`src/design/tbs_pkg.sv`:
```
// shared types, sizes and tree helper functions for the tree barrier
`timescale 1ns / 1ps

package tbs_pkg;

    localparam int MAX_THREADS = 16;
    localparam int TW          = 4;   // thread index width
    localparam int CW          = 5;   // thread count width
    localparam int ARITY       = 4;   // arrival tree fan-in

    typedef logic [TW-1:0]    t_tid;
    typedef logic [CW-1:0]    t_cnt;
    typedef logic [ARITY-1:0] t_kids;

    // command from the sequencer to the tree state
    typedef struct packed {
        logic reload;    // config write: reload the whole tree
        t_cnt cfg;       // raw count written
        logic mark;      // set arrived mark of tid
        logic free;      // clear arrived mark of tid
        t_tid tid;
        logic step;      // process node in the shared walk unit
        t_tid node;
    } t_tree_cmd;

    // status from the tree state back to the sequencer
    typedef struct packed {
        t_cnt count;
        logic tid_arrived;
        logic node_done;   // node arrived and all children ready
        t_tid parent;
    } t_tree_stat;

    // clamp the written count into 1..MAX_THREADS
    function automatic t_cnt eff_count(input t_cnt v);
        t_cnt r;
        r = v;
        if (v == '0) begin
            r = CW'(1);
        end else if (v > CW'(MAX_THREADS)) begin
            r = CW'(MAX_THREADS);
        end
        return r;
    endfunction

    // bit j set when child slot j of node n is a participating thread
    function automatic t_kids have_child(input t_tid n, input t_cnt cnt);
        t_kids      bits;
        logic [6:0] idx;
        bits = '0;
        for (int j = 0; j < ARITY; j++) begin
            idx = {1'b0, n, 2'b00} + 7'(j + 1);
            bits[j] = (idx < {2'b00, cnt});
        end
        return bits;
    endfunction

endpackage

```
`src/design/tbs_tree.sv`:
```
// arrival tree state and the shared one-node walk step
`timescale 1ns / 1ps

module tbs_tree import tbs_pkg::*; (
    input  logic       i_clk,
    input  logic       i_rst_n,
    input  t_tree_cmd  i_cmd,
    output t_tree_stat o_stat
);

    t_cnt             r_count;
    t_kids            r_pending [MAX_THREADS];
    logic [MAX_THREADS-1:0] r_arrived;

    t_tid nm1;
    t_cnt new_count;

    // parent and slot of the node under test
    assign nm1       = i_cmd.node - TW'(1);
    assign new_count = eff_count(i_cmd.cfg);

    assign o_stat.count       = r_count;
    assign o_stat.tid_arrived = r_arrived[i_cmd.tid];
    assign o_stat.node_done   = r_arrived[i_cmd.node] && (r_pending[i_cmd.node] == '0);
    assign o_stat.parent      = nm1 >> 2;

    // tree storage updates
    always_ff @(posedge i_clk) begin
        if (!i_rst_n) begin
            r_count   <= CW'(MAX_THREADS);
            r_arrived <= '0;
            for (int i = 0; i < MAX_THREADS; i++) begin
                r_pending[i] <= have_child(TW'(i), CW'(MAX_THREADS));
            end
        end else if (i_cmd.reload) begin
            r_count   <= new_count;
            r_arrived <= '0;
            for (int i = 0; i < MAX_THREADS; i++) begin
                r_pending[i] <= have_child(TW'(i), new_count);
            end
        end else begin
            if (i_cmd.mark) begin
                r_arrived[i_cmd.tid] <= 1'b1;
            end
            if (i_cmd.free) begin
                r_arrived[i_cmd.tid] <= 1'b0;
            end
            // node complete: reload its bits and report to the parent
            if (i_cmd.step && o_stat.node_done) begin
                r_pending[i_cmd.node] <= have_child(i_cmd.node, r_count);
                if (i_cmd.node != '0) begin
                    r_pending[o_stat.parent][nm1[1:0]] <= 1'b0;
                end
            end
        end
    end

endmodule

```
`src/design/tbs_seq.sv`:
```
// sequencer: accepts arrivals, drives the walk and the release burst
`timescale 1ns / 1ps

module tbs_seq import tbs_pkg::*; (
    input  logic       i_clk,
    input  logic       i_rst_n,
    input  logic       start,
    input  t_tid       i_arriving_thread,
    input  logic       i_cfg_we,
    input  t_cnt       i_cfg_data,
    input  t_tree_stat i_stat,
    output t_tree_cmd  o_cmd,
    output logic       busy,
    output logic       o_result_valid,
    output t_tid       o_released_thread,
    output logic       o_release_sense,
    output logic       o_repeat_error,
    output logic       o_last
);

    typedef enum logic [2:0] {
        S_IDLE = 3'b001,
        S_WALK = 3'b010,
        S_REL  = 3'b100
    } t_state;

    t_state r_state, n_state;
    t_tid   r_node,  n_node;
    t_tid   r_idx,   n_idx;
    logic   r_sense, n_sense;
    logic   r_vld,   n_vld;
    t_tid   r_thr,   n_thr;
    logic   r_osense, n_osense;
    logic   r_err,   n_err;
    logic   r_last,  n_last;
    logic   rel_last;

    assign busy              = (r_state != S_IDLE);
    assign o_result_valid    = r_vld;
    assign o_released_thread = r_thr;
    assign o_release_sense   = r_osense;
    assign o_repeat_error    = r_err;
    assign o_last            = r_last;

    assign rel_last = (({1'b0, r_idx} + CW'(1)) == i_stat.count);

    // next state and commands
    always_comb begin
        n_state  = r_state;
        n_node   = r_node;
        n_idx    = r_idx;
        n_sense  = r_sense;
        n_vld    = 1'b0;
        n_thr    = r_thr;
        n_osense = r_osense;
        n_err    = r_err;
        n_last   = r_last;
        o_cmd        = '0;
        o_cmd.reload = i_cfg_we;
        o_cmd.cfg    = i_cfg_data;
        o_cmd.node   = r_node;
        o_cmd.tid    = (r_state == S_REL) ? r_idx : i_arriving_thread;
        case (r_state)
            S_IDLE: begin
                if (i_cfg_we) begin
                    n_sense = 1'b1;
                end else if (start && ({1'b0, i_arriving_thread} < i_stat.count)) begin
                    if (i_stat.tid_arrived) begin
                        // repeated arrival: one error word
                        n_vld    = 1'b1;
                        n_thr    = i_arriving_thread;
                        n_osense = 1'b0;
                        n_err    = 1'b1;
                        n_last   = 1'b1;
                    end else begin
                        o_cmd.mark = 1'b1;
                        n_node     = i_arriving_thread;
                        n_state    = S_WALK;
                    end
                end
            end
            S_WALK: begin
                o_cmd.step = 1'b1;
                if (!i_stat.node_done) begin
                    n_state = S_IDLE;
                end else if (r_node == '0) begin
                    n_idx   = '0;
                    n_state = S_REL;
                end else begin
                    n_node = i_stat.parent;
                end
            end
            S_REL: begin
                // one released thread per cycle in index order
                o_cmd.free = 1'b1;
                n_vld    = 1'b1;
                n_thr    = r_idx;
                n_osense = r_sense;
                n_err    = 1'b0;
                n_last   = rel_last;
                if (rel_last) begin
                    n_sense = ~r_sense;
                    n_state = S_IDLE;
                end else begin
                    n_idx = r_idx + TW'(1);
                end
            end
            default: begin
                n_state = S_IDLE;
            end
        endcase
    end

    // control registers
    always_ff @(posedge i_clk) begin
        if (!i_rst_n) begin
            r_state <= S_IDLE;
            r_sense <= 1'b1;
            r_vld   <= 1'b0;
        end else begin
            r_state <= n_state;
            r_sense <= n_sense;
            r_vld   <= n_vld;
        end
    end

    // payload registers
    always_ff @(posedge i_clk) begin
        r_node   <= n_node;
        r_idx    <= n_idx;
        r_thr    <= n_thr;
        r_osense <= n_osense;
        r_err    <= n_err;
        r_last   <= n_last;
    end

endmodule

```
`src/design/tree_barrier_sync.sv`:
```
// top level of the tree barrier: sequencer plus arrival tree state
`timescale 1ns / 1ps

// Tree barrier for up to 16 threads with sense reversal.
// Arrival channel: drive i_arriving_thread with start high; the word is
// taken at a clock edge where start is high and busy is low.
// Result channel: o_result_valid marks each result word for one cycle;
// the receiver must take it, there is no back-pressure.
// Config: i_cfg_we with i_cfg_data writes the thread count (0 acts as 1,
// above 16 clamps to 16) and reloads the tree; write only while idle.
// Walk: an arrival walks the 4-ary arrival tree one node per cycle
// through a single shared node-step unit, testing at most 3 nodes for
// 16 threads, with busy high meanwhile.
// A completing arrival then releases count threads, one result word per
// cycle, each word formed in the release state and registered; busy drops
// while the last word is on the bus, so the next arrival can be taken at
// the edge that ends it. A repeated arrival gives one error word the
// cycle after it is taken, with busy staying low.
// An arrival that does not complete the root, or names a thread outside
// the count, gives no word. Reset sets count 16, clears all arrivals and
// sets the sense to one; the block is ready the cycle after reset.

module tree_barrier_sync import tbs_pkg::*; (
    input  logic   i_clk,
    input  logic   i_rst_n,
    input  logic   start,
    output logic   busy,
    input  t_tid   i_arriving_thread,
    input  logic   i_cfg_we,
    input  t_cnt   i_cfg_data,
    output logic   o_result_valid,
    output t_tid   o_released_thread,
    output logic   o_release_sense,
    output logic   o_repeat_error,
    output logic   o_last
);

    t_tree_cmd  cmd;
    t_tree_stat stat;

    // sequencer
    tbs_seq u_seq (
        .i_clk             (i_clk),
        .i_rst_n           (i_rst_n),
        .start             (start),
        .i_arriving_thread (i_arriving_thread),
        .i_cfg_we          (i_cfg_we),
        .i_cfg_data        (i_cfg_data),
        .i_stat            (stat),
        .o_cmd             (cmd),
        .busy              (busy),
        .o_result_valid    (o_result_valid),
        .o_released_thread (o_released_thread),
        .o_release_sense   (o_release_sense),
        .o_repeat_error    (o_repeat_error),
        .o_last            (o_last)
    );

    // arrival tree state
    tbs_tree u_tree (
        .i_clk   (i_clk),
        .i_rst_n (i_rst_n),
        .i_cmd   (cmd),
        .o_stat  (stat)
    );

`ifndef SYNTHESIS
    // an error word is always the only word of its arrival
    a_err_last: assert property (@(posedge i_clk) disable iff (!i_rst_n)
        o_result_valid && o_repeat_error |-> o_last)
        else $error("error word without last");

    // a release burst is still running until its last word
    a_burst_busy: assert property (@(posedge i_clk) disable iff (!i_rst_n)
        o_result_valid && !o_repeat_error && !o_last |-> busy)
        else $error("release burst ended early");

    // burst words are back to back and carry one sense
    a_burst_cont: assert property (@(posedge i_clk) disable iff (!i_rst_n)
        o_result_valid && !o_repeat_error && !o_last
        |=> o_result_valid && !o_repeat_error && $stable(o_release_sense))
        else $error("release burst broken");
`endif

endmodule

```
`config.mk`:
```
export PLATFORM = sky130hd
export DESIGN_NAME = tree_barrier_sync
export DESIGN_NICKNAME = d
export VERILOG_FILES = /design/src/design/tbs_pkg.sv /design/src/design/tbs_tree.sv /design/src/design/tbs_seq.sv /design/src/design/tree_barrier_sync.sv
export SDC_FILE = /design/constraint.sdc
export NUM_CORES = 1
export LEC_CHECK = 0
export BUFFER_PORTS_ARGS = -buffer_cell sky130_fd_sc_hd__buf_4
export CORE_MARGIN = 4
export CORE_UTILIZATION = 30
export DETAILED_ROUTE_END_ITERATION = 8
export GPL_TIMING_DRIVEN = 0
export SYNTH_ARGS = -nofsm -noshare
export SYNTH_HDL_FRONTEND = slang
export SYNTH_SLANG_ARGS = --single-unit
```
`constraint.sdc`:
```
create_clock -name i_clk -period 2.7 [get_ports i_clk]
set_input_delay 0 -clock i_clk [delete_from_list [all_inputs] [get_ports i_clk]]
set_output_delay 0 -clock i_clk [all_outputs]
set_load 0.03 [all_outputs]
```
Word-level counts from Yosys, hierarchy flattened
Memory sizes are Yosys's and may differ from the RTL's. A register that Yosys moved wholly into a read port is not among the register bits.
Cells that the tools add are included.
Word-level totals
  bits in writable memories: 64
  memories kept: 1
  register bits after elaboration: 41
  bits of input ports: 13
Memory list
  u_tree.r_pending: words 16, width 4, read ports 1, clocked after memory_dff 1, wr ports 16, line tbs_tree.sv:12  | t_kids r_pending [MAX_THREADS];
Cells by class
  magnitude comparators: 42
  bitwise gates (word level): 21
  $add $sub $neg: 7
  reductions and logical operators: 20
  muxes and demuxes: 94
  equal/unequal tests: 16
Operators with widths (count)
  two-way mux 4 bit: 35
  < comparator 5 bit, first input constant: 15
  two-way mux 16 bit: 4
  < comparator 4 x 5 -> 1 bit, first input constant: 8
  two-way mux 1 bit: 34
  < comparator 7 x 5 -> 1 bit: 4
  case mux 4 bit (2 select lines): 3
  < comparator 3 x 5 -> 1 bit, first input constant: 4
  two-way mux 3 bit: 6
  AND 16 bit: 1
  inverter 16 bit: 1
  bitwise OR 1 bit: 16
  bitwise OR 16 bit: 1
  adder 6 x 2 -> 7 bit, second input constant: 2
  != test 2 bit, second input constant: 6
  < comparator 2 x 5 -> 1 bit, first input constant: 2
  < comparator 4 x 5 -> 1 bit, second input constant: 2
  two-way mux 5 bit: 2
  case mux 1 bit (2 select lines): 5
  case mux 3 bit (3 select lines): 1
  binary-select mux 1 bit (select 4 bit): 2
  zero test 4 bit: 2
  != test 2 x 1 -> 1 bit, second input constant: 4
  AND reduction 4 bit: 2
  other kinds (30): 38

Depth between registers and ports, before layout
Gate-level depths: netlist of the first run.
  depth in word-level cells: 13
  gate-level depth with buffers: 11

Modules after synthesis
A second synthesis of the first run with hierarchy kept.
Second synthesis, totals
  cell total of the unflattened synthesis: 572
  area, all modules: 5831.8 µm²
Modules (own cells, without submodules)
  tbs_tree: seq. area each 2182.1 µm², area each 4717.0 µm², cells each 469, times used 1
  tbs_seq: seq. area each 550.5 µm², area each 1114.8 µm², cells each 103, times used 1

Worst setup path after synthesis of the first run
OpenSTA, ideal clock, no wires.
  path type: register -> register
  start point: mem u_tree.r_pending[3][0] (netlist bit)
  end point: mem u_tree.r_pending[13][0] (netlist bit), enable pin
  path slack: -0.205 ns
  path buffers: 1
  stages on the path, launching flop included: 9
  arrival time: 2.543 ns
  setup time: 0.361 ns
  period minus slack after synthesis: 2.905 ns
  path through: dfxtp_1 -> or4b_2 -> o221ai_1 -> a21oi_1 -> nor4_2 -> and2_1 -> buf_2 -> nand3_1 -> o21ai_0
RTL lines (line)
  start, declared: tbs_tree.sv:12

==> results of run 1 <==
## critical path, delay by kind of cell (launching register included)
| kind | cells | cell delay (ns) |
|---|---|---|
| simple gates | 4 | 1.33 |
| compound gates | 3 | 0.52 |
| flops | 1 | 0.40 |
| buf+inv | 1 | 0.13 |
## per-stage QoR
| stage | hold WS, ns | cells | worst slack [ns] | utilization, % |
|---|---|---|---|---|
| 5_1_grt | 0.04855 | 925 | -0.07550 | 38.90 |
| 3_3_place_gp | 0.3022 | 876 | -0.9167 | 34.03 |
| 2_1_floorplan | 0.1433 | 597 | -0.09038 | - |
| 4_1_cts | 0.01330 | 916 | -0.006413 | 37.82 |
| 6_report | 0.01966 | 925 | 0.01639 | 38.90 |
| 3_5_place_dp | 0.3116 | 876 | -0.9506 | 34.03 |
## Yosys cell counts, types with 4 or more instances
| master | number |
|---|---|
| a211oi_1 | 11 |
| a21o_1 | 10 |
| a21oi_1 | 27 |
| a221oi_1 | 4 |
| a22oi_1 | 4 |
| a31oi_1 | 9 |
| and2_1 | 12 |
| and3_1 | 8 |
| clkbuf_1 | 27 |
| dfxtp_1 | 46 |
| edfxtp_1 | 63 |
| ha_1 | 17 |
| inv_1 | 16 |
| mux2_2 | 4 |
| mux2i_1 | 19 |
| mux4_2 | 8 |
| nand2_1 | 44 |
| nand2b_1 | 18 |
| nand3_1 | 14 |
| nand4_1 | 5 |
| nor2_1 | 46 |
| nor2b_1 | 11 |
| nor3_1 | 13 |
| nor4_1 | 17 |
| o21a_1 | 16 |
| o21ai_0 | 15 |
| or3_1 | 5 |
| or4_1 | 11 |
| xnor2_1 | 4 |
## kinds of logic after synthesis
| family | Yosys count |
|---|---|
| AOI/OAI and AO/OA | 130 |
| xor gates and xnor gates | 7 |
| adders and majority gates | 17 |
| buffers and inverters | 52 |
| DFF | 109 |
| muxes | 32 |
| other | 1 |
| and+or+nand+nor | 221 |
## cells in the final DEF, fill, tap and decap left out, drive strengths merged, types with 16 or more instances in the layout
| master | instances |
|---|---|
| mux2i | 20 |
| o21a | 16 |
| nand2 | 44 |
| nor2 | 46 |
| buf | 58 |
| clkbuf | 33 |
| nor4 | 18 |
| ha | 17 |
| edfxtp | 63 |
| nand2b | 18 |
| conb | 29 |
| a21oi | 28 |
| inv | 21 |
| dfxtp | 46 |
## layout make-up
cell class                 count  share of cell area [%]
multi-input combinational    436                   43.43
tap                          260                   4.426
clock buffer                  11                   3.456
buffer                        30                   2.469
clock inverter                 5                  0.5448
sequential                   109                   38.41
inverter                      19                   1.073
timing repair buffer          55                   6.197
## worst paths after layout
check / from / endpoint / slack, ns
setup / recovery: flip-flop / u_tree.r_pending[9][1]$_SDFFCE_PN0P_ / 0.02
hold reg to reg: u_tree.r_pending[3][3]$_SDFFE_PP0P_ / u_tree.r_pending[3][3]$_SDFFE_PP0P_ / 0.48
setup reg to reg: flip-flop / u_tree.r_pending[9][1]$_SDFFCE_PN0P_ / 0.02
hold / removal: i_arriving_thread[2] / u_seq.o_released_thread[2]$_DFFE_PP_ / 0.02
## power breakdown
group          internal [mW]  switching (mW)
sequential              1.83          0.0377
clock                  0.691           0.626
combinational          0.149           0.246
## routing by layer
layer	part of all wire (%)	vias to the layer above	global-route usage, %
met5	0	-	0
met3	5.1	22	2.759
met2	47	139	22.56
met4	1.7	0	5.545
met1	46	2202	19.81
li1	-	2291	-
## what timing repair did
action	4_1_cts	5_1_grt
hold endpoints to repair	5	0
setup endpoints to repair	123	107
pin swaps	7	7
hold buffers	4	0
cloned	1	0
setup buffers	20	11
gates resized for setup	49	45
## registers in the layout, summed over array words and instances, names as in the netlist, named ones only
name and count:
u_seq.o_last 1, u_seq.o_release_sense 1, u_seq.o_released_thread 4, u_seq.o_repeat_error 1, u_seq.o_result_valid 1, u_seq.r_idx 4, u_seq.r_node 4, u_seq.r_sense 1
u_seq.r_state 3, u_tree.r_arrived 16, u_tree.r_count 5, u_tree.r_pending 64
==> out/summary.txt, run 1 <==
Hold Path Cell Cnt: 3
Synth area leaders: edfxtp_1 (32%), dfxtp_1 (16%), ha_1 (3.6%), mux2i_1 (3.3%), mux4_2 (3.1%)
endpoints failing hold: 0
Synth Area in Adders: 3.647%
unique cell type count in the Yosys netlist: 68
Reg2Reg Depth: 8
Final Total Pwr: 3.581 mW
Ys Warns: 0
final setup fails: 0
ratio of cells with drive above 1 in the final layout: 21.80%
slowest CP cell: or4b_2
Max rail drop VDD: 344.0 µV
dpl hpwl: 10.95 mm
Final Max Slew Viols: 0
mux share of post-synthesis cell area: 7.357%
Min-Delay Path Class: input pin to flip-flop
RSZ-0062 raised after global routing: yes
Final min period: 2.684 ns
Pre-antenna DRT Iters: 5
Die Area: 0.02174 mm²
crit-path max cell delay: 0.62 ns
endpoint class of the critical path: flip-flop
routed vias: 4654
Least-Margin Pin Slew: 0.6989 ns
sequential area share after synthesis: 48.22%
Synth Area in Simple Gates: 20.46%
Port Buf Inserts: 19
Arrival @ worst endpoint: 2.74 ns
DRT antenna net count: 0
area fraction in compound gates after synthesis: 15.59%
largest family of logic cells by synthesized area: simple AND/OR/NAND/NOR gates
Residual DRC: 0
final setup TNS: 0 ns
synthesis-stage register bit count: 109
CTS Sinks: 109
crit path kind: flip-flop to flip-flop
fill cell count: 1890
CTS tree: built
Worst Path Required: 2.76 ns
mean post-synth cell area: 10.25 µm²
I/O Pins: 22
design area: 0.007350 mm²
max-cap violations: 0
Worst Setup Start Kind: flip-flop
status: finished, final reports clean
area fraction of the dominant cell type after synthesis: 32.43%
crit path max fanout: 5
Power Density: 487.3 mW/mm²
overall routing resource usage: 14.40%
row count: 50
cts bufs inserted: 9
synth-to-layout area growth: 26.00%
post-route clock period utilization: 99.39%
GP Congestion: 0.8917
predominant post-synthesis flop cell: edfxtp_1
Root Driver: clkbuf_16
crit path cell chain: or4b_2 > o221ai_2 > a21oi_2 > nor4_4 > and2_4 > buf_8 > nand3_4 > o21ai_4
Post-Syn Area: 0.005833 mm²
ANT cells: 0
initial antenna violation count: 0
fraction of registers with async set/reset: 0%
register area: 0.002823 mm²
vias per inst: 5.031
post-synthesis instance total: 569
DR WL/cell: 16.92 µm
Max-slew headroom: 52.89%
total grt overflow: 0
area of the multi-input gates: 0.003192 mm²
first-pass GRT wire length: 24.61 mm
CTS clock-pin slew for the worst setup and hold paths: 0.08 ns
Static Leak: 2.775 nW
post-synth top area cell: edfxtp_1
largest net degree at the start of global routing: 20
clock skew: 0.01760 ns
vias in the first global route: 4513
xor and xnor area share after synthesis: 1.051%
die height: 147.4 µm
core footprint: 0.01889 mm²
final net count: 690
final wirelength: 15.66 mm
initial drt markers: 353
Initial Util: 30.87%
Placement Cell Area: 0.006429 mm²
Die W: 147.4 µm
H-tree depth: 3
Post-synth EDFFs: 63
CTS Buffer Depth: 2
max frequency: 372.6 MHz
Clock Latency Late Sink: 0.37 ns
Power figures use the tool's default switching activity.
==> inputs of run 2 (changes only) <==
REMOVE_ABC_BUFFERS = 1   (was default)
==> run 2 against run 1 <==
Against the previous run: via count grew 6.4%; non-clock buffer count shrank 8; cell count shrank 0.76%; global-route usage is essentially flat; clock-buffer cell count shrank 2; total power grew 3.9%; clock skew shrank 0.0061 ns; critical path type unchanged; critical endpoint is now u_tree.r_arrived[1]$_SDFF_PP0_.
==> out/summary.txt, run 2 (synthesis gave the netlist of run 1 again) <==
status: finished, final reports clean
DR WL/cell: 17.22 µm
Max-slew headroom: 12.72%
first-pass GRT wire length: 25.01 mm
initial drt markers: 474
Least-Margin Pin Slew: 1.306 ns
Port Buf Inserts: 21
ANT cells: 0
final setup fails: 0
Residual DRC: 0
design area: 0.007385 mm²
crit path kind: flip-flop to flip-flop
GP Congestion: 0.8562
H-tree depth: 3
Power Density: 503.8 mW/mm²
routed vias: 4952
hold_ws: 0.02496 ns
Clock Latency Late Sink: 0.36 ns
Static Leak: 2.825 nW
initial antenna violation count: 0
area of the multi-input gates: 0.003219 mm²
overall routing resource usage: 14.36%
Die Area: 0.02174 mm²
Root Driver: clkbuf_16
Final min period: 2.617 ns
total grt overflow: 0
DRT antenna net count: 0
endpoints failing hold: 0
largest registers: u_tree.r_pending (64), u_tree.r_arrived (16), u_tree.r_count (5)
largest register by flop count: u_tree.r_pending
largest net degree at the start of global routing: 35
RSZ-0062 raised after global routing: yes
synth-to-layout area growth: 26.60%
most common cell after layout, fill and taps aside: buf_4
Worst Setup Start Kind: flip-flop
die height: 147.4 µm
Placement Cell Area: 0.006311 mm²
endpoint class of the critical path: flip-flop
crit path max fanout: 18
Die W: 147.4 µm
r2r setup slk: 0.08 ns
dpl cells: 846
CTS clock-pin slew for the worst setup and hold paths: 0.08 ns
post-route clock period utilization: 96.92%
Worst Path Required: 2.95 ns
dpl hpwl: 10.39 mm
max frequency: 382.2 MHz
Non-Filler Instances: 918
max-cap violations: 0
clock skew: 0.01155 ns
Pre-antenna DRT Iters: 6
final setup TNS: 0 ns
CTS Sinks: 109
I/O Pins: 22
cts bufs inserted: 9
Max rail drop VDD: 282.3 µV
Initial Util: 30.87%
vias per inst: 5.394
vias in the first global route: 4811
ratio of cells with drive above 1 in the final layout: 23.71%
Final Max Slew Viols: 0
CTS tree: built
register area: 0.002821 mm²
max reg flops: 64
final wirelength: 15.80 mm
Arrival @ worst endpoint: 2.86 ns
core footprint: 0.01889 mm²
final net count: 683
Min-Delay Path Class: input pin to flip-flop
fill cell count: 1857
row count: 50
commonest non-fill, non-tap cells in the layout: buf_4 (69), edfxtp_1 (63), nor2_1 (45), nand2_1 (42), dfxtp_1 (41)
CTS Buffer Depth: 2
run 2: changes by cell type in the layout (fill, tap and decap cells not counted), sizes merged:
cell	previous run	this run
bufinv	0	2
o2111ai	1	2
inv	21	20
dlygate4sd3	4	5
bufbuf	1	0
buf	58	72
clkinv	2	3
clkbuf	33	9
run 2: stage by stage:
step	power, mW	worst slack (ns)	utilization, %
2_1_floorplan	2.107	-0.3812	-
3_3_place_gp	2.217	-1.371	33.28
3_5_place_dp	2.230	-1.316	33.40
4_1_cts	3.705	0.002534	37.61
5_1_grt	3.855	-0.04041	39.09
6_report	3.720	0.08328	39.09
run 2: layout make-up:
class                      instances  area share, %
multi-input combinational        437          43.60
sequential                       109          38.21
timing repair buffer              77          8.319
tap                              260          4.405
clock buffer                       9          3.050
clock inverter                     7          1.322
inverter                          19          1.101
run 2: what timing repair did:
action,in CTS,in global routing
pin swaps,6,6
gates cloned,1,0
setup endpoints to repair,122,74
hold endpoints to repair,11,0
resized for setup,35,28
setup buffers,31,19
hold buffers,5,0
run 2: worst paths after layout:
kind	from	endpoint	cells after the start
max	u_seq.r_state[2]$_SDFFE_PN0P_	u_tree.r_arrived[1]$_SDFF_PP0_	10
min	i_cfg_data[4]	u_tree.r_count[4]$_SDFFE_PN1P_	3
max reg2reg	u_seq.r_state[2]$_SDFFE_PN0P_	u_tree.r_arrived[1]$_SDFF_PP0_	10
min reg2reg	u_tree.r_arrived[0]$_SDFF_PP0_	u_tree.r_arrived[0]$_SDFF_PP0_	2
run 2: critical path, stage by stage, from the launching register on:
cell	delay (ns)
dfxtp_2	0.36
nor3b_4	0.20
buf_4	0.19
inv_8	0.08
a21oi_4	0.20
inv_4	0.09
a211oi_1	0.27
o21bai_1	0.12
and3_4	0.22
or4_1	0.53
a221oi_2	0.24
run 2: report_power, final:
group / internal, mW / leakage (nW) / total [mW] / switching [mW]
Sequential: 1.83 / 1.01 / 1.87 / 0.0415
Clock: 0.816 / 0.154 / 1.43 / 0.611
Combinational: 0.167 / 1.67 / 0.419 / 0.251
run 2: routing by layer:
metal	part of all wire, %	vias up	global-route usage (%)
met5	0	-	0
met4	2.9	0	5.685
met3	5.8	38	3.004
met2	49	200	24.38
met1	42	2423	17.94
li1	-	2291	-
